### config.mk
export PLATFORM = sky130hd
export DESIGN_NAME = modem_ipc_frame_deframer
export DESIGN_NICKNAME = d
export VERILOG_FILES = /design/src/sv/mifd_pkg.sv /design/src/sv/mifd_cfg.sv /design/src/sv/mifd_core.sv /design/src/sv/mifd_obuf.sv /design/src/sv/modem_ipc_frame_deframer.sv
export SDC_FILE = /design/constraint.sdc
export NUM_CORES = 1
export LEC_CHECK = 0
export BUFFER_PORTS_ARGS = -buffer_cell sky130_fd_sc_hd__buf_4
export CORE_ASPECT_RATIO = 1.2
export CORE_MARGIN = 2
export CORE_UTILIZATION = 45
export DETAILED_ROUTE_END_ITERATION = 8
export GPL_TIMING_DRIVEN = 0
export HOLD_SLACK_MARGIN = 0.03
export SYNTH_ARGS = -nofsm -noshare
export SYNTH_HDL_FRONTEND = slang
export SYNTH_SLANG_ARGS = --single-unit
### constraint.sdc
create_clock -name clk -period 13.59 [get_ports clk]
set_clock_uncertainty 0.2 [all_clocks]
set_input_delay 0.6795 -clock clk [delete_from_list [all_inputs] [get_ports clk]]
set_output_delay 0.6795 -clock clk [all_outputs]
set_load 0.03 [all_outputs]
### src/sv/mifd_pkg.sv
// Shared types, constants and codes for the modem IPC frame deframer.
package mifd_pkg;

    // Frame flags.
    localparam logic [7:0] START_FLAG = 8'h7F;
    localparam logic [7:0] END_FLAG   = 8'h7E;

    // Largest payload chunk in bytes, and the width of the chunk fill counter.
    localparam int CHUNK_BYTES = 3584;
    localparam int FILL_W      = 12;

    // Header sizes and the header byte counter.
    localparam int          HDR_MAX   = 6;
    localparam int          CNT_W     = 3;
    localparam logic [2:0]  HDR_SHORT = 3'd3;
    localparam logic [2:0]  HDR_LONG  = 3'd6;

    // Frame format register codes.
    localparam logic [1:0] FMT_FMT   = 2'd0;
    localparam logic [1:0] FMT_RAW   = 2'd1;
    localparam logic [1:0] FMT_MULTI = 2'd2;
    localparam logic [1:0] FMT_RFS   = 2'd3;

    // Register map.
    localparam int         PADDR_W          = 2;
    localparam logic [1:0] ADDR_FRAME_FORMAT = 2'd0;

    // Result kinds.
    localparam logic [1:0] KIND_PAYLOAD = 2'd0;
    localparam logic [1:0] KIND_DONE    = 2'd1;
    localparam logic [1:0] KIND_ERROR   = 2'd2;

    // Error codes.
    localparam logic [2:0] ERR_NONE      = 3'd0;
    localparam logic [2:0] ERR_BAD_START = 3'd1;
    localparam logic [2:0] ERR_BAD_END   = 3'd2;
    localparam logic [2:0] ERR_TOO_LARGE = 3'd3;
    localparam logic [2:0] ERR_LEN_SHORT = 3'd4;

    // Deframer phase, one-hot.
    typedef enum logic [4:0] {
        PH_WAIT    = 5'b00001,
        PH_HEADER  = 5'b00010,
        PH_PAYLOAD = 5'b00100,
        PH_END     = 5'b01000,
        PH_DROP    = 5'b10000
    } phase_t;

    // One link beat.
    typedef struct packed {
        logic [7:0] link_byte;
        logic       buffer_last;
    } in_beat_t;

    // One result beat.
    typedef struct packed {
        logic [1:0] result_kind;
        logic [7:0] payload_byte;
        logic       chunk_last;
        logic [7:0] frame_channel;
        logic [2:0] error_code;
    } out_beat_t;

    // Result handed from the core to the output buffer.
    typedef struct packed {
        logic      push;
        out_beat_t beat;
    } res_push_t;

endpackage

### src/sv/mifd_cfg.sv
// Configuration register block with its APB-style access port.
module mifd_cfg
    import mifd_pkg::*;
(
    input  logic               clk,
    input  logic               rst_n,
    input  logic               psel,
    input  logic               penable,
    input  logic               pwrite,
    input  logic [PADDR_W-1:0] paddr,
    input  logic [31:0]        pwdata,
    output logic [31:0]        prdata,
    output logic               pready,
    output logic [1:0]         frame_format
);

    logic [1:0] frame_format_reg;
    logic       wr_en;

    // Write strobe on the access cycle of a write.
    assign wr_en  = psel && penable && pwrite && (paddr == ADDR_FRAME_FORMAT);
    assign pready = 1'b1;

    always_ff @(posedge clk or negedge rst_n)
    begin
        if (!rst_n)
        begin
            frame_format_reg <= FMT_FMT;
        end
        else if (wr_en)
        begin
            frame_format_reg <= pwdata[1:0];
        end
    end

    // Read back.
    always_comb
    begin
        prdata = 32'd0;
        if (paddr == ADDR_FRAME_FORMAT)
        begin
            prdata = {30'd0, frame_format_reg};
        end
    end

    assign frame_format = frame_format_reg;

endmodule

### src/sv/mifd_core.sv
// Input register, deframing state and per-byte result logic.
module mifd_core
    import mifd_pkg::*;
(
    input  logic       clk,
    input  logic       rst_n,
    input  logic [1:0] frame_format,
    input  logic       link_valid,
    output logic       link_stall,
    input  in_beat_t   link_data,
    input  logic       obuf_full,
    output res_push_t  res
);

    // Input stage.
    logic     s1_vld_reg;
    in_beat_t s1_beat_reg;
    logic     s1_fire;
    logic     accept;

    // Frame state.
    phase_t                 phase_reg, phase_next;
    logic [7:0]             hb_reg [HDR_MAX];
    logic [7:0]             hb_next [HDR_MAX];
    logic [CNT_W-1:0]       header_count_reg, header_count_next;
    logic [31:0]            rem_reg, rem_next;
    logic [FILL_W-1:0]      fill_reg, fill_next;

    // Per-byte working signals.
    logic [7:0]             b;
    logic                   buf_last;
    logic                   rfs;
    logic [2:0]             hdr_size;
    logic                   count_inc;
    logic [CNT_W-1:0]       count_new;
    logic [7:0]             hb_new [HDR_MAX];
    logic                   hdr_done;
    logic [31:0]            len;
    logic                   len_short;
    logic [31:0]            data_len;
    logic                   too_large;
    logic [7:0]             chan_cur;
    logic [7:0]             chan_hdr;
    logic [FILL_W:0]        fill_inc;
    logic                   fill_wrap;
    logic [31:0]            rem_dec;
    logic                   rem_zero;
    logic                   do_clear;
    logic                   do_emit;
    logic                   emit_more;
    logic [7:0]             emit_chan;
    out_beat_t              beat;
    logic                   push;

    // The input register moves on whenever the output buffer has room.
    assign s1_fire    = s1_vld_reg && !obuf_full;
    assign link_stall = s1_vld_reg && obuf_full;
    assign accept     = link_valid && !link_stall;

    always_ff @(posedge clk or negedge rst_n)
    begin
        if (!rst_n)
        begin
            s1_vld_reg <= 1'b0;
        end
        else if (accept)
        begin
            s1_vld_reg <= 1'b1;
        end
        else if (s1_fire)
        begin
            s1_vld_reg <= 1'b0;
        end
    end

    always_ff @(posedge clk)
    begin
        if (accept)
        begin
            s1_beat_reg <= link_data;
        end
    end

    assign b        = s1_beat_reg.link_byte;
    assign buf_last = s1_beat_reg.buffer_last;
    assign rfs      = (frame_format == FMT_RFS);
    assign hdr_size = (frame_format == FMT_FMT) ? HDR_SHORT : HDR_LONG;

    // Header capture: the byte lands at the current count while room remains.
    assign count_inc = (header_count_reg < CNT_W'(HDR_MAX));
    assign count_new = header_count_reg + CNT_W'(count_inc);

    always_comb
    begin
        for (int i = 0; i < HDR_MAX; i++)
        begin
            hb_new[i] = (count_inc && header_count_reg == CNT_W'(i)) ? b : hb_reg[i];
        end
    end

    assign hdr_done = (count_new >= hdr_size);

    // Little-endian length; 16 bits in the short header, 32 in the long one.
    assign len = (frame_format == FMT_FMT) ? {16'd0, hb_new[1], hb_new[0]}
                                           : {hb_new[3], hb_new[2], hb_new[1], hb_new[0]};
    assign len_short = (len < {29'd0, hdr_size});
    assign data_len  = len - {29'd0, hdr_size};
    assign too_large = (frame_format == FMT_MULTI) && (data_len > 32'(CHUNK_BYTES));

    // Channel byte: the stored one, or the one just captured at header end.
    assign chan_cur = (frame_format != FMT_FMT) ? hb_reg[4] : 8'd0;
    assign chan_hdr = (frame_format != FMT_FMT) ? hb_new[4] : 8'd0;

    // Chunk fill counter for an emitted byte.
    assign fill_inc  = {1'b0, fill_reg} + (FILL_W+1)'(1);
    assign fill_wrap = (fill_inc >= (FILL_W+1)'(CHUNK_BYTES));

    // Payload countdown.
    assign rem_dec  = (rem_reg != 32'd0) ? rem_reg - 32'd1 : rem_reg;
    assign rem_zero = (rem_dec == 32'd0);

    // Phase decode and result selection.
    always_comb
    begin
        phase_next        = phase_reg;
        header_count_next = header_count_reg;
        rem_next          = rem_reg;
        fill_next         = fill_reg;
        for (int i = 0; i < HDR_MAX; i++)
        begin
            hb_next[i] = hb_reg[i];
        end
        do_clear  = 1'b0;
        do_emit   = 1'b0;
        emit_more = 1'b0;
        emit_chan = 8'd0;
        push      = 1'b0;
        beat      = '0;

        case (phase_reg)
            PH_WAIT:
            begin
                do_clear = 1'b1;
                if (b != START_FLAG)
                begin
                    phase_next       = buf_last ? PH_WAIT : PH_DROP;
                    push             = 1'b1;
                    beat.result_kind = KIND_ERROR;
                    beat.error_code  = ERR_BAD_START;
                end
                else
                begin
                    phase_next = PH_HEADER;
                end
            end
            PH_HEADER:
            begin
                header_count_next = count_new;
                for (int i = 0; i < HDR_MAX; i++)
                begin
                    hb_next[i] = hb_new[i];
                end
                if (!hdr_done)
                begin
                    do_emit   = rfs;
                    emit_more = 1'b1;
                end
                else if (len_short || too_large)
                begin
                    do_clear           = 1'b1;
                    phase_next         = buf_last ? PH_WAIT : PH_DROP;
                    push               = 1'b1;
                    beat.result_kind   = KIND_ERROR;
                    beat.frame_channel = chan_hdr;
                    beat.error_code    = len_short ? ERR_LEN_SHORT : ERR_TOO_LARGE;
                end
                else
                begin
                    rem_next   = data_len;
                    phase_next = (data_len != 32'd0) ? PH_PAYLOAD : PH_END;
                    do_emit    = rfs;
                    emit_more  = (data_len != 32'd0);
                    emit_chan  = chan_hdr;
                end
            end
            PH_PAYLOAD:
            begin
                rem_next = rem_dec;
                if (rem_zero)
                begin
                    phase_next = PH_END;
                end
                do_emit   = 1'b1;
                emit_more = !rem_zero;
                emit_chan = chan_cur;
            end
            PH_END:
            begin
                do_clear           = 1'b1;
                push               = 1'b1;
                beat.frame_channel = chan_cur;
                if (b != END_FLAG)
                begin
                    phase_next       = buf_last ? PH_WAIT : PH_DROP;
                    beat.result_kind = KIND_ERROR;
                    beat.error_code  = ERR_BAD_END;
                end
                else
                begin
                    phase_next       = PH_WAIT;
                    beat.result_kind = KIND_DONE;
                end
            end
            PH_DROP:
            begin
                if (buf_last)
                begin
                    phase_next = PH_WAIT;
                end
            end
            default:
            begin
                phase_next = PH_WAIT;
            end
        endcase

        // Payload byte out, with chunk accounting.
        if (do_emit)
        begin
            push               = 1'b1;
            beat.result_kind   = KIND_PAYLOAD;
            beat.payload_byte  = b;
            beat.chunk_last    = fill_wrap && emit_more;
            beat.frame_channel = emit_chan;
            fill_next          = fill_wrap ? '0 : fill_inc[FILL_W-1:0];
        end

        // Frame start, end and every error leave a clean frame state.
        if (do_clear)
        begin
            header_count_next = '0;
            rem_next          = 32'd0;
            fill_next         = '0;
            for (int i = 0; i < HDR_MAX; i++)
            begin
                hb_next[i] = 8'd0;
            end
        end
    end

    always_ff @(posedge clk or negedge rst_n)
    begin
        if (!rst_n)
        begin
            phase_reg        <= PH_WAIT;
            header_count_reg <= '0;
            rem_reg          <= 32'd0;
            fill_reg         <= '0;
            for (int i = 0; i < HDR_MAX; i++)
            begin
                hb_reg[i] <= 8'd0;
            end
        end
        else if (s1_fire)
        begin
            phase_reg        <= phase_next;
            header_count_reg <= header_count_next;
            rem_reg          <= rem_next;
            fill_reg         <= fill_next;
            for (int i = 0; i < HDR_MAX; i++)
            begin
                hb_reg[i] <= hb_next[i];
            end
        end
    end

    assign res.push = s1_fire && push;
    assign res.beat = beat;

    // The payload phase always has bytes left to take.
    a_payload_rem: assert property (@(posedge clk) disable iff (!rst_n)
        phase_reg == PH_PAYLOAD |-> rem_reg != 32'd0)
        else $error("payload phase with no bytes remaining");

    // Outside a frame the frame state is clean.
    a_idle_clean: assert property (@(posedge clk) disable iff (!rst_n)
        (phase_reg == PH_WAIT || phase_reg == PH_DROP) |->
            (header_count_reg == '0 && rem_reg == 32'd0 && fill_reg == '0))
        else $error("frame state not cleared outside a frame");

    // The chunk fill counter never reaches a full chunk.
    a_fill_range: assert property (@(posedge clk) disable iff (!rst_n)
        fill_reg < FILL_W'(CHUNK_BYTES))
        else $error("chunk fill counter out of range");

    // An error on a byte that does not end the buffer starts dropping.
    a_drop_after_err: assert property (@(posedge clk) disable iff (!rst_n)
        (res.push && res.beat.result_kind == KIND_ERROR && !buf_last) |=>
            phase_reg == PH_DROP)
        else $error("error did not enter the drop phase");

endmodule

### src/sv/mifd_obuf.sv
// Two-entry result buffer that decouples the core from the result channel.
module mifd_obuf
    import mifd_pkg::*;
(
    input  logic      clk,
    input  logic      rst_n,
    input  res_push_t res,
    output logic      obuf_full,
    output logic      result_valid,
    input  logic      result_stall,
    output out_beat_t result_data
);

    out_beat_t  entry_reg [2];
    logic       wr_ptr_reg;
    logic       rd_ptr_reg;
    logic [1:0] count_reg;
    logic       pop;

    assign pop          = result_valid && !result_stall;
    assign result_valid = (count_reg != 2'd0);
    assign obuf_full    = (count_reg == 2'd2);
    assign result_data  = entry_reg[rd_ptr_reg];

    // Pointers and occupancy.
    always_ff @(posedge clk or negedge rst_n)
    begin
        if (!rst_n)
        begin
            wr_ptr_reg <= 1'b0;
            rd_ptr_reg <= 1'b0;
            count_reg  <= 2'd0;
        end
        else
        begin
            if (res.push)
            begin
                wr_ptr_reg <= ~wr_ptr_reg;
            end
            if (pop)
            begin
                rd_ptr_reg <= ~rd_ptr_reg;
            end
            count_reg <= count_reg + 2'(res.push) - 2'(pop);
        end
    end

    // Result storage.
    always_ff @(posedge clk)
    begin
        if (res.push)
        begin
            entry_reg[wr_ptr_reg] <= res.beat;
        end
    end

    // No push into a full buffer.
    a_no_overflow: assert property (@(posedge clk) disable iff (!rst_n)
        res.push |-> count_reg != 2'd2)
        else $error("result buffer overflow");

    // Occupancy matches the pointer distance.
    a_ptr_count: assert property (@(posedge clk) disable iff (!rst_n)
        count_reg[0] == (wr_ptr_reg ^ rd_ptr_reg))
        else $error("result buffer pointers and count disagree");

    // A waiting result stays until it is taken.
    a_hold: assert property (@(posedge clk) disable iff (!rst_n)
        (result_valid && result_stall) |=> result_valid)
        else $error("stalled result dropped");

endmodule

### src/sv/modem_ipc_frame_deframer.sv
// Top level of the modem IPC frame deframer.
//
// Link bytes enter on the link channel, one beat per byte, with buffer_last
// marking the final byte of a link buffer. Each accepted beat yields zero or
// one result beat: a payload byte, a frame-done marker or a frame error.
// Frames are 0x7F, a 3- or 6-byte header carrying the total length, payload
// and 0x7E; frame_format selects the header layout and is to be written
// through the APB port only while idle; the block does not enforce this.
//
// An accepted byte is captured in the input register and decoded from
// there; its result is written into the result buffer, which offers it on
// the result channel. One byte is taken every cycle unless link_stall is
// raised; the rate is set by the single decode stage, which updates the
// frame state once per byte.
//
// Reset clears the frame state, waits for a start flag and sets
// frame_format to the 3-byte header format. A two-entry result buffer holds
// results while the receiver stalls; once it is full and the decode stage
// holds a byte, link_stall rises until a result is taken.
module modem_ipc_frame_deframer
    import mifd_pkg::*;
(
    input  logic               clk,
    input  logic               rst_n,
    input  logic               psel,
    input  logic               penable,
    input  logic               pwrite,
    input  logic [PADDR_W-1:0] paddr,
    input  logic [31:0]        pwdata,
    output logic [31:0]        prdata,
    output logic               pready,
    input  logic               link_valid,
    output logic               link_stall,
    input  in_beat_t           link_data,
    output logic               result_valid,
    input  logic               result_stall,
    output out_beat_t          result_data
);

    logic [1:0] frame_format;
    logic       obuf_full;
    res_push_t  res;

    mifd_cfg u_cfg (
        .clk          (clk),
        .rst_n        (rst_n),
        .psel         (psel),
        .penable      (penable),
        .pwrite       (pwrite),
        .paddr        (paddr),
        .pwdata       (pwdata),
        .prdata       (prdata),
        .pready       (pready),
        .frame_format (frame_format)
    );

    mifd_core u_core (
        .clk          (clk),
        .rst_n        (rst_n),
        .frame_format (frame_format),
        .link_valid   (link_valid),
        .link_stall   (link_stall),
        .link_data    (link_data),
        .obuf_full    (obuf_full),
        .res          (res)
    );

    mifd_obuf u_obuf (
        .clk          (clk),
        .rst_n        (rst_n),
        .res          (res),
        .obuf_full    (obuf_full),
        .result_valid (result_valid),
        .result_stall (result_stall),
        .result_data  (result_data)
    );

endmodule

==> impl_metrics.yaml, run 1 <==
outcome:
  outcome: "finished, final reports clean"
pwr:
  irDropWorstVdd_mv: 0.119
  pwr-share-clk: 0.171
  p_leak_nw: 4.76
  seqPwrFrac: 0.259
  switchingPower_mw: 1.37
  p_per_area_mw_per_mm2: 245
  switching_share: 0.490
  p_int_mw: 1.43
  comb_power_share: 0.570
synth:
  synth.area.top_cells: "dfrtp_1, edfxtp_1, mux2_2, nor2_1, a22o_1"
  yosys.area.top_type: "dfrtp_1"
  synth_cell_types: 79
  yosysTopAreaCellShare: 0.246
  synthArstFlopShare: 0.651
  synth_edf_count: 53
  ys.warnings.count: 0
  synthFlopType: "dfrtp_1"
  synthCells: 1078
  syn_area_sq_mm: 0.00997
  ys_ff_latch: 152
  synth.avg_cell_area_sq_um: 9.24
  seq_area_frac_synth: 0.408
sta:
  final.setup.tns_ps: 0
  slew-limit-headroom: 0.159
  worstMarginPinSlew_ps: 1250
  fmax_ghz: 0.131
  hold_viol: 0
  slew_viol_final: 0
  fin_crit_sh: 0.560
  setup_viol: 0
  rsz0062_at_grt: "no"
  fin_crit_ps: 7610
floorplan:
  initial_core_util: 0.459
  core_area_sq_mm: 0.0217
  die_h_microns: 167
  die-area_sq_mm: 0.0234
  ioPinCount: 107
  rows: 59
  chipWidth_microns: 140
cells_and_area:
  layout_common_cells: "dfrtp_1, nor2_1, buf_4, nand2_1, a21oi_1"
  instances_no_fill: 1462
  n_antenna_cell: 0
  drive_above_1_share: 0.163
  final_nets: 1237
  layout_commonest_cell: "dfrtp_1"
  largest_reg_flops: 44
  area_delta_synth_final_pct: 14.7
global_routing:
  antenna_found_initial: 0
  grt_usage: 0.264
  grt-ovfl-total: 0
  first_global_vias: 8392
  grt_max_degree: 100
  grt_pass1_wl_microns: 48200
worst_setup_path:
  worstReg2RegEnd: "u_obuf.entry_reg[1][9]$_DFFE_PP_"
  timing.rr.start: "u_cfg.frame_format[1]$_DFFE_PN0P_"
  startpoint: "u_cfg.frame_format[1]$_DFFE_PN0P_"
  r2r_cells: 21
  cp.required_ps: 13570
  path_common_cell: "clkbuf_1"
  path_depth: 21
  cp_slowest_cell: "buf_1"
  endpoint: "u_obuf.entry_reg[1][9]$_DFFE_PP_"
  path_cells: "clkbuf_1, or2_2, clkbuf_1, inv_1, clkbuf_1, buf_1, ha_1, inv_1, ha_1, a21o_1, nor4_1, o22a_1, buf_2, and3_1, nor3b_2, nand2b_1, a41oi_1, or4_1, nand2_1, a22o_1, a221o_1"
  slowest_delay_ps: 720
  r2r_setup_slack_ps: 5980
  critical_path_buf_inv_count: 7
  arrival_ps: 7590
  crit_path_start_kind: "register"
  end_kind: "register"
  path_max_fanout: 13
  critical_path_class: "reg2reg"
  crit_family: "simple AND/OR/NAND/NOR gates"
routing:
  drtPass1Iterations: 6
  wire_per_inst_microns: 21.0
  drc: 0
  ant_nets: 0
  drt_wl_total_microns: 30600
  drt-initial-drc-count: 745
  vias: 8877
  via_per_inst: 6.07
cts:
  cts.sinks: 152
  clkTransAtPathRegs_ps: 70
  cts_resized: 0
  worst_skew_pair.late_latency_ps: 440
  root_buffer: "clkbuf_16"
  cts_buffer_depth: 2
  htree_levels: 4
  cts_tree: "done"
  cts_buffers: 17
run:
  drv_cap: 0
placement:
  port_buffers: 45
  detailed_place_hpwl_microns: 22200
  place_inst: 1428
  gp_congestion: 0.957
worst_hold_path:
  hold_path_class: "in2reg"
==> through the flow <==
stage	util	area [sq um]	total power [mW]	hold WS [ps]	setup slack, ps
6_report	0.527	11400	2.80	212	5980
5_1_grt	0.527	11400	3.00	205	5490
4_1_cts	0.525	11400	2.79	207	6120
3_5_place_dp	0.497	10800	2.30	270	6180
3_3_place_gp	0.496	10800	2.29	260	5550
2_1_floorplan	-	10100	1.84	184	7630
==> worst min path at each step <==
stage,start,end,slack [ps],cells past startpoint
finish,link_data[7],u_core.b[6]$_DFFE_PP_,210,1
detailed placement,u_core.hb_reg[40]$_DFFE_PN0P_,u_core.hb_reg[40]$_DFFE_PN0P_,270,2
global route,link_data[7],u_core.b[6]$_DFFE_PP_,210,1
floorplan,rst_n,u_cfg.frame_format[0]$_DFFE_PN0P_,180,0
global placement,u_core.hb_reg[40]$_DFFE_PN0P_,u_core.hb_reg[40]$_DFFE_PN0P_,260,2
CTS,link_data[7],u_core.b[6]$_DFFE_PP_,210,1
==> power groups by stage <==
| stage | Clock, mW | Sequential, mW | Combinational [mW] |
|---|---|---|---|
| 2_1_floorplan | 0 | 0.689 | 1.15 |
| 3_3_place_gp | 0 | 0.729 | 1.56 |
| 3_5_place_dp | 0 | 0.731 | 1.57 |
| 4_1_cts | 0.489 | 0.723 | 1.58 |
| 5_1_grt | 0.509 | 0.742 | 1.75 |
| 6_report | 0.479 | 0.728 | 1.60 |
==> cells by family (layout without fill, tap and decap cells) <==
group,Yosys count,count (layout),share of synthesized area
other,2,31,0.000754
AND/OR/NAND/NOR,398,398,0.211
adder cells (fa/ha/maj),12,12,0.0151
AO/OA/AOI/OAI,291,291,0.200
buffers and inverters,119,200,0.0605
multiplexers,64,64,0.0688
XOR/XNOR,40,40,0.0352
flip-flops,152,152,0.408
==> routing by layer <==
layer  vias to the layer above  routed length [microns]  global-route usage
met3                        57                     1850              0.0365
met5                         -                        0                   0
met2                       356                    14800               0.439
met1                      4293                    13200               0.354
li1                       4171                        -                   -
met4                         0                      870              0.0935
==> Yosys cell counts, drive strengths merged, types with 11 or more instances <==
cell / count
clkbuf: 50
a21oi: 61
nand3: 31
a31oi: 13
edfxtp: 53
ha: 12
nor2: 99
o21ai: 78
nor4: 22
mux2i: 28
nor3: 55
dfrtp: 98
or3: 11
mux2: 36
nand4: 11
xor2: 17
nand2: 76
a22o: 40
xnor2: 23
buf: 50
o31ai: 14
inv: 19
and2: 19
==> cell type report <==
cell class	count	area (sq um)
Fill cell	2058	10300
Buffer	100	532
Clock inverter	15	174
Multi-Input combinational cell	836	5410
Clock buffer	17	425
Sequential cell	152	4070
Tap cell	274	343
Inverter	19	71.3
Timing Repair Buffer	49	409
==> timing repair <==
item                                   4_1_cts  5_1_grt
endpoints found under the hold margin        0       32
hold buffers                                 0        1
setup buffers                                0        0
setup endpoints to repair                    0        0
Power figures use the tool's default switching activity.
==> run 2: changes to the inputs <==
--- a/config.mk
+++ b/config.mk
@@ -5,6 +5,7 @@
 export SDC_FILE = /design/constraint.sdc
 export NUM_CORES = 1
 export LEC_CHECK = 0
+export ABC_AREA = 1
 export BUFFER_PORTS_ARGS = -buffer_cell sky130_fd_sc_hd__buf_4
 export CORE_ASPECT_RATIO = 1.2
 export CORE_MARGIN = 2
@@ -12,6 +13,7 @@
 export DETAILED_ROUTE_END_ITERATION = 8
 export GPL_TIMING_DRIVEN = 0
 export HOLD_SLACK_MARGIN = 0.03
+export PLACE_DENSITY = 0.66
 export SYNTH_ARGS = -nofsm -noshare
 export SYNTH_HDL_FRONTEND = slang
 export SYNTH_SLANG_ARGS = --single-unit
==> constraint.sdc (replaced) <==
create_clock -name clk -period 6.1 [get_ports clk]
set_clock_uncertainty 0.2 [all_clocks]
set_input_delay 0.305 -clock clk [delete_from_list [all_inputs] [get_ports clk]]
set_output_delay 0.305 -clock clk [all_outputs]
set_load 0.03 [all_outputs]
==> impl_metrics.yaml, run 2 <==
synth:
  seq_area_frac_synth: 0.389
  syn_area_sq_mm: 0.0105
  yosys.area.top_type: "dfrtp_1"
  ys_ff_latch: 152
  synth.avg_cell_area_sq_um: 6.83
  synth_cell_types: 47
  ys.warnings.count: 0
  netlist_top_cells_count: "nand2_1, nor2_1, nand3_1"
  yosysTopAreaCellShare: 0.234
  synthArstFlopShare: 0.651
  synthCells: 1534
  synthFlopType: "dfrtp_1"
  synth.area.top_cells: "dfrtp_1, nand2_1, edfxtp_1, nand3_1, nor2_1"
  synth_edf_count: 53
  synth_most_common_cell: "nand2_1"
placement:
  detailed_place_hpwl_microns: 24900
  gp_congestion: 0.971
  port_buffers: 45
  post-place-ws_ps: 1070
worst_setup_path:
  cp.required_ps: 5940
  end_kind: "register"
  path_max_fanout: 22
  critical_path_class: "reg2reg"
  arrival_ps: 4910
  crit_path_start_kind: "register"
pwr:
  fin_total_pwr_mw: 6.45
  switchingPower_mw: 3.37
  irDropWorstVdd_mv: 0.270
  comb_power_share: 0.591
  p_int_mw: 3.08
  p_per_area_mw_per_mm2: 530
  switching_share: 0.522
  p_leak_nw: 6.14
  pwr-share-clk: 0.174
  seqPwrFrac: 0.235
sta:
  slew-limit-headroom: 0.205
  setup_viol: 0
  fin_crit_ps: 5080
  final.setup.tns_ps: 0
  fmax_ghz: 0.197
  fin_ws_ps: 1020
  slew_viol_final: 0
  rsz0062_at_grt: "no"
  hold_viol: 0
  fin_hold_ws_ps: 54.3
  fin_crit_sh: 0.832
  worstMarginPinSlew_ps: 1180
routing:
  vias: 10300
  drc: 0
  drtPass1Iterations: 6
  ant_nets: 0
  drt-initial-drc-count: 1019
  wire_per_inst_microns: 16.3
  via_per_inst: 5.21
  drt_wl_total_microns: 32200
cells_and_area:
  layout_common_cells: "nand2_1, nand3_1, nor2_1, inv_1, dfrtp_1"
  largest_reg_flops: 44
  area_delta_synth_final_pct: 16.1
  n_antenna_cell: 0
  drive_above_1_share: 0.104
  fillerInstances: 2293
  layout_commonest_cell: "nand2_1"
  final_nets: 1706
  final_core_util: 0.527
global_routing:
  grt_usage: 0.269
  antenna_found_initial: 0
  grt_pass1_wl_microns: 50500
  grt_util_met1: 0.366
  grt_max_degree: 100
  grtUsageMet2: 0.446
  top_usage_layer: "met2"
  use_met3: 0.0285
  grt-ovfl-total: 0
  first_global_vias: 9443
floorplan:
  die_h_microns: 171
  ioPinCount: 107
  die-area_sq_mm: 0.0245
  initial_core_util: 0.454
  chipWidth_microns: 143
  core_area_sq_mm: 0.0230
  rows: 61
cts:
  clkTransAtPathRegs_ps: 80
  root_buffer: "clkbuf_16"
  cts_buffers: 17
  post-cts-setup-buffer-count: 0
  htree_levels: 4
  worst_skew_pair.late_latency_ps: 440
  cts_tree: "done"
  cts_buffer_depth: 2
  cts.sinks: 152
outcome:
  outcome: "finished, final reports clean"
run:
  drv_cap: 0
worst_hold_path:
  hold_path_class: "in2reg"
## run 2: cell count changes in the layout (fill, tap and decap cells not counted), moves of 28 or more
cell,change
a21oi_1,-49
a22o_1,-40
inv_1,+151
mux2_2,-36
mux2i_1,-28
nand2_1,+414
nand3_1,+140
nand4_1,+38
nor2_1,+74
nor3_1,-31
o21ai_0,+38
## run 2: metrics by stage
stage | cell area, sq um | std cells
3_3_place_gp | 11300 | 1923
5_1_grt | 12200 | 1972
2_1_floorplan | 10600 | 1563
3_5_place_dp | 11400 | 1925
4_1_cts | 12100 | 1970
6_report | 12200 | 1972
## run 2: cell families (layout without fill, tap and decap cells)
| logic type | count (synthesis) | count (layout) | share of synthesized area |
|---|---|---|---|
| buffers and inverters | 255 | 349 | 0.112 |
| other | 2 | 31 | 0.000717 |
| AND/OR/NAND/NOR | 951 | 951 | 0.393 |
| AO/OA/AOI/OAI | 139 | 139 | 0.0720 |
| XOR/XNOR | 23 | 23 | 0.0192 |
| adder cells (fa/ha/maj) | 12 | 12 | 0.0143 |
| flip-flops | 152 | 152 | 0.389 |
## run 2: worst max-delay path, stage by stage, from the launching register on
cell	delay (ps)
dfrtp_1	410
inv_1	210
nand2_1	100
clkbuf_1	250
inv_1	410
ha_1	240
inv_1	40
ha_1	180
nand2_1	140
nand2_1	90
nor2_1	260
nand2_2	150
nor2_4	180
nand2_2	70
nor2_1	90
inv_1	120
o21ai_0	170
nand2_1	250
inv_1	180
buf_2	240
nand3_1	160
nand3_1	120
inv_1	390
## run 2: worst paths after layout
kind	from	to	slack, ps	cells past startpoint
worst max-delay path	u_cfg.frame_format[0]$_DFFE_PN0P_	u_obuf.entry_reg[0][14]$_DFFE_PP_	1020	22
worst min-delay path	paddr[0]	u_cfg.frame_format[0]$_DFFE_PN0P_	50	4
worst max register to register	u_cfg.frame_format[0]$_DFFE_PN0P_	u_obuf.entry_reg[0][14]$_DFFE_PP_	1020	22
worst min register to register	u_obuf.wr_ptr_reg$_DFFE_PN0N_	u_obuf.wr_ptr_reg$_DFFE_PN0N_	280	2
max in group asynchronous	rst_n	u_core.phase_reg[0]$_DFFE_PN1P_	4850	3
min in group asynchronous	rst_n	u_core.hb_reg[42]$_DFFE_PN0P_	150	2
## run 2: repair_timing
item,CTS,global route
resized for setup,0,0
hold buffers,13,1
endpoints found under the hold margin,13,44
## run 2: area by class of cell
class                      instances  area [sq um]  area share
clock buffer                      17           425      0.0350
tap                              315           394      0.0324
clock inverter                    15           201      0.0166
sequential                       152          4070       0.335
timing repair buffer              62           544      0.0448
multi-input combinational       1156          5350       0.440
buffer                            80           513      0.0422
inverter                         175           659      0.0542
## run 2: power by group through the flow
| stage | clock network [mW] | logic (mW) | registers (mW) |
|---|---|---|---|
| 6_report | 1.12 | 3.81 | 1.51 |
| 5_1_grt | 1.18 | 4.26 | 1.54 |
| 4_1_cts | 1.13 | 3.77 | 1.51 |
| 3_5_place_dp | 0 | 3.74 | 1.53 |
| 3_3_place_gp | 0 | 3.69 | 1.52 |
| 2_1_floorplan | 0 | 2.71 | 1.48 |
## run 2: metal layers
layer	vias up	wire, microns
li1	5123	-
met1	4727	14100
met2	366	15400
met3	55	1740
met4	0	1010
met5	-	0
==> run 3: changes to the inputs <==
--- a/config.mk
+++ b/config.mk
@@ -13,7 +13,6 @@
 export DETAILED_ROUTE_END_ITERATION = 8
 export GPL_TIMING_DRIVEN = 0
 export HOLD_SLACK_MARGIN = 0.03
-export PLACE_DENSITY = 0.66
 export SYNTH_ARGS = -nofsm -noshare
 export SYNTH_HDL_FRONTEND = slang
 export SYNTH_SLANG_ARGS = --single-unit
==> constraint.sdc (replaced) <==
create_clock -name clk -period 4.7 [get_ports clk]
set_clock_uncertainty 0.2 [all_clocks]
set_input_delay 0.235 -clock clk [delete_from_list [all_inputs] [get_ports clk]]
set_output_delay 0.235 -clock clk [all_outputs]
set_load 0.03 [all_outputs]
==> impl_metrics.yaml, run 3 (same netlist as run 2, synthesis figures left out) <==
sta:
  slew_viol_final: 0
  slew-limit-headroom: 0.141
  fin_crit_ps: 4320
  final.setup.tns_ps: 0
  setup_viol: 0
  fmax_ghz: 0.231
  fin_crit_sh: 0.919
  worstMarginPinSlew_ps: 1280
  hold_viol: 0
  fin_ws_ps: 379
  rsz0062_at_grt: "no"
  fin_hold_ws_ps: 282
cts:
  worst_skew_pair.late_latency_ps: 440
  cts_buffers: 17
  htree_levels: 4
  clkTransAtPathRegs_ps: 60
  cts_tree: "done"
  cts_buffer_depth: 2
  cts.sinks: 152
  root_buffer: "clkbuf_16"
worst_setup_path:
  arrival_ps: 4480
  crit_path_start_kind: "register"
  cp.required_ps: 4860
  r2r_setup_slack_ps: 380
  cp_slowest_cell: "dfrtp_1"
  end_kind: "register"
  path_max_fanout: 10
  path_common_cell: "nand2_1"
  slowest_delay_ps: 390
  critical_path_class: "reg2reg"
floorplan:
  die-area_sq_mm: 0.0245
  ioPinCount: 107
  initial_core_util: 0.454
  core_area_sq_mm: 0.0230
  rows: 61
  die_h_microns: 171
  chipWidth_microns: 143
pwr:
  p_leak_nw: 6.16
  fin_total_pwr_mw: 8.28
  irDropWorstVdd_mv: 0.295
  p_per_area_mw_per_mm2: 676
cells_and_area:
  final_nets: 1718
  layout_common_cells: "nand2_1, nand3_1, nor2_1, inv_1, dfrtp_1"
  fin_area_sq_mm: 0.0123
  n_antenna_cell: 0
  largest_reg_flops: 44
  layout_commonest_cell: "nand2_1"
  drive_above_1_share: 0.114
  area_delta_synth_final_pct: 17.0
  fillerInstances: 2357
outcome:
  outcome: "finished, final reports clean"
global_routing:
  grt_pass1_wl_microns: 50200
  grt-ovfl-total: 0
  antenna_found_initial: 0
  grt_usage: 0.268
  grt_max_degree: 100
  first_global_vias: 9503
run:
  drv_cap: 0
routing:
  drc: 0
  drt-initial-drc-count: 799
  ant_nets: 0
  wire_per_inst_microns: 16.0
  drt_wl_total_microns: 31800
  drtPass1Iterations: 5
  via_per_inst: 5.11
  vias: 10100
placement:
  detailed_place_hpwl_microns: 24500
  gp_congestion: 0.936
  port_buffers: 45
  postPlaceCellArea_sq_mm: 0.0113
  post-place-ws_ps: -345
worst_hold_path:
  hold_path_class: "reg2reg"
[run 3: cell count changes in the layout (fill, tap and decap cells not counted), sizes merged]
cell / previous run / this run
clkinvlp: 1 / 7
inv: 182 / 176
clkbuf: 48 / 49
bufinv: 1 / 2
dlygate4sd3: 14 / 18
clkinv: 6 / 4
buf: 97 / 105
[run 3: critical path: cells and delay by family, from the launching register on]
kind | cells | cell delay [ps]
AND/OR/NAND/NOR | 19 | 2070
XOR/XNOR | 2 | 320
AO/OA/AOI/OAI | 1 | 190
flip-flops | 1 | 390
adder cells (fa/ha/maj) | 2 | 480
buffers and inverters | 5 | 550
[run 3: cell type report]
class | count | area, sq um | share of cell area
well taps | 315 | 394 | 0.0322
clock inverters | 13 | 146 | 0.0119
repair buffers | 74 | 644 | 0.0526
multi-input cells | 1156 | 5380 | 0.439
repair inverters | 1 | 7.51 | 0.000613
flip-flops and latches | 152 | 4070 | 0.332
plain buffers | 79 | 509 | 0.0416
clock buffers | 19 | 433 | 0.0353
inverters | 175 | 667 | 0.0544
[run 3: path summary, 6_finish.rpt]
| path | startpoint | end | cells after the start |
|---|---|---|---|
| worst max-delay path | u_core.header_count_reg[0]$_DFFE_PN0P_ | u_obuf.count_reg[1]$_DFF_PN0_ | 29 |
| worst min-delay path | u_core.hb_reg[42]$_DFFE_PN0P_ | u_core.hb_reg[42]$_DFFE_PN0P_ | 2 |
| worst max register to register | u_core.header_count_reg[0]$_DFFE_PN0P_ | u_obuf.count_reg[1]$_DFF_PN0_ | 29 |
| worst min register to register | u_core.hb_reg[42]$_DFFE_PN0P_ | u_core.hb_reg[42]$_DFFE_PN0P_ | 2 |
| max in group asynchronous | rst_n | u_core.phase_reg[0]$_DFFE_PN1P_ | 4 |
| min in group asynchronous | rst_n | u_core.rem_reg[6]$_DFFE_PN0P_ | 3 |
[run 3: per-layer routing]
metal	GRT usage	routed length (microns)	up-vias
met5	0	0	-
met4	0.117	1300	0
met3	0.0467	1750	68
met2	0.445	15100	309
met1	0.344	13700	4614
li1	-	-	5151
[run 3: power by group]
part	switching [mW]	internal (mW)	leakage (nW)
sequential	0.218	1.74	1.82
clock	0.581	0.788	0.272
combinational	3.43	1.52	4.07
[run 3: what timing repair did]
item / in CTS / in global routing
endpoints found under the hold margin: 111 / 9
gates resized for setup: 7 / 10
hold buffers: 17 / 1
setup endpoints to repair: 51 / 112
pin swaps: 0 / 2
cloned: 1 / 0
setup buffers: 5 / 3
[run 3: through the flow]
| step | utilization | instances |
|---|---|---|
| after global routing | 0.532 | 1984 |
| final | 0.532 | 1984 |
| after floorplan | - | 1563 |
| after CTS | 0.528 | 1979 |
| after global placement | 0.491 | 1923 |
| after detailed placement | 0.492 | 1925 |
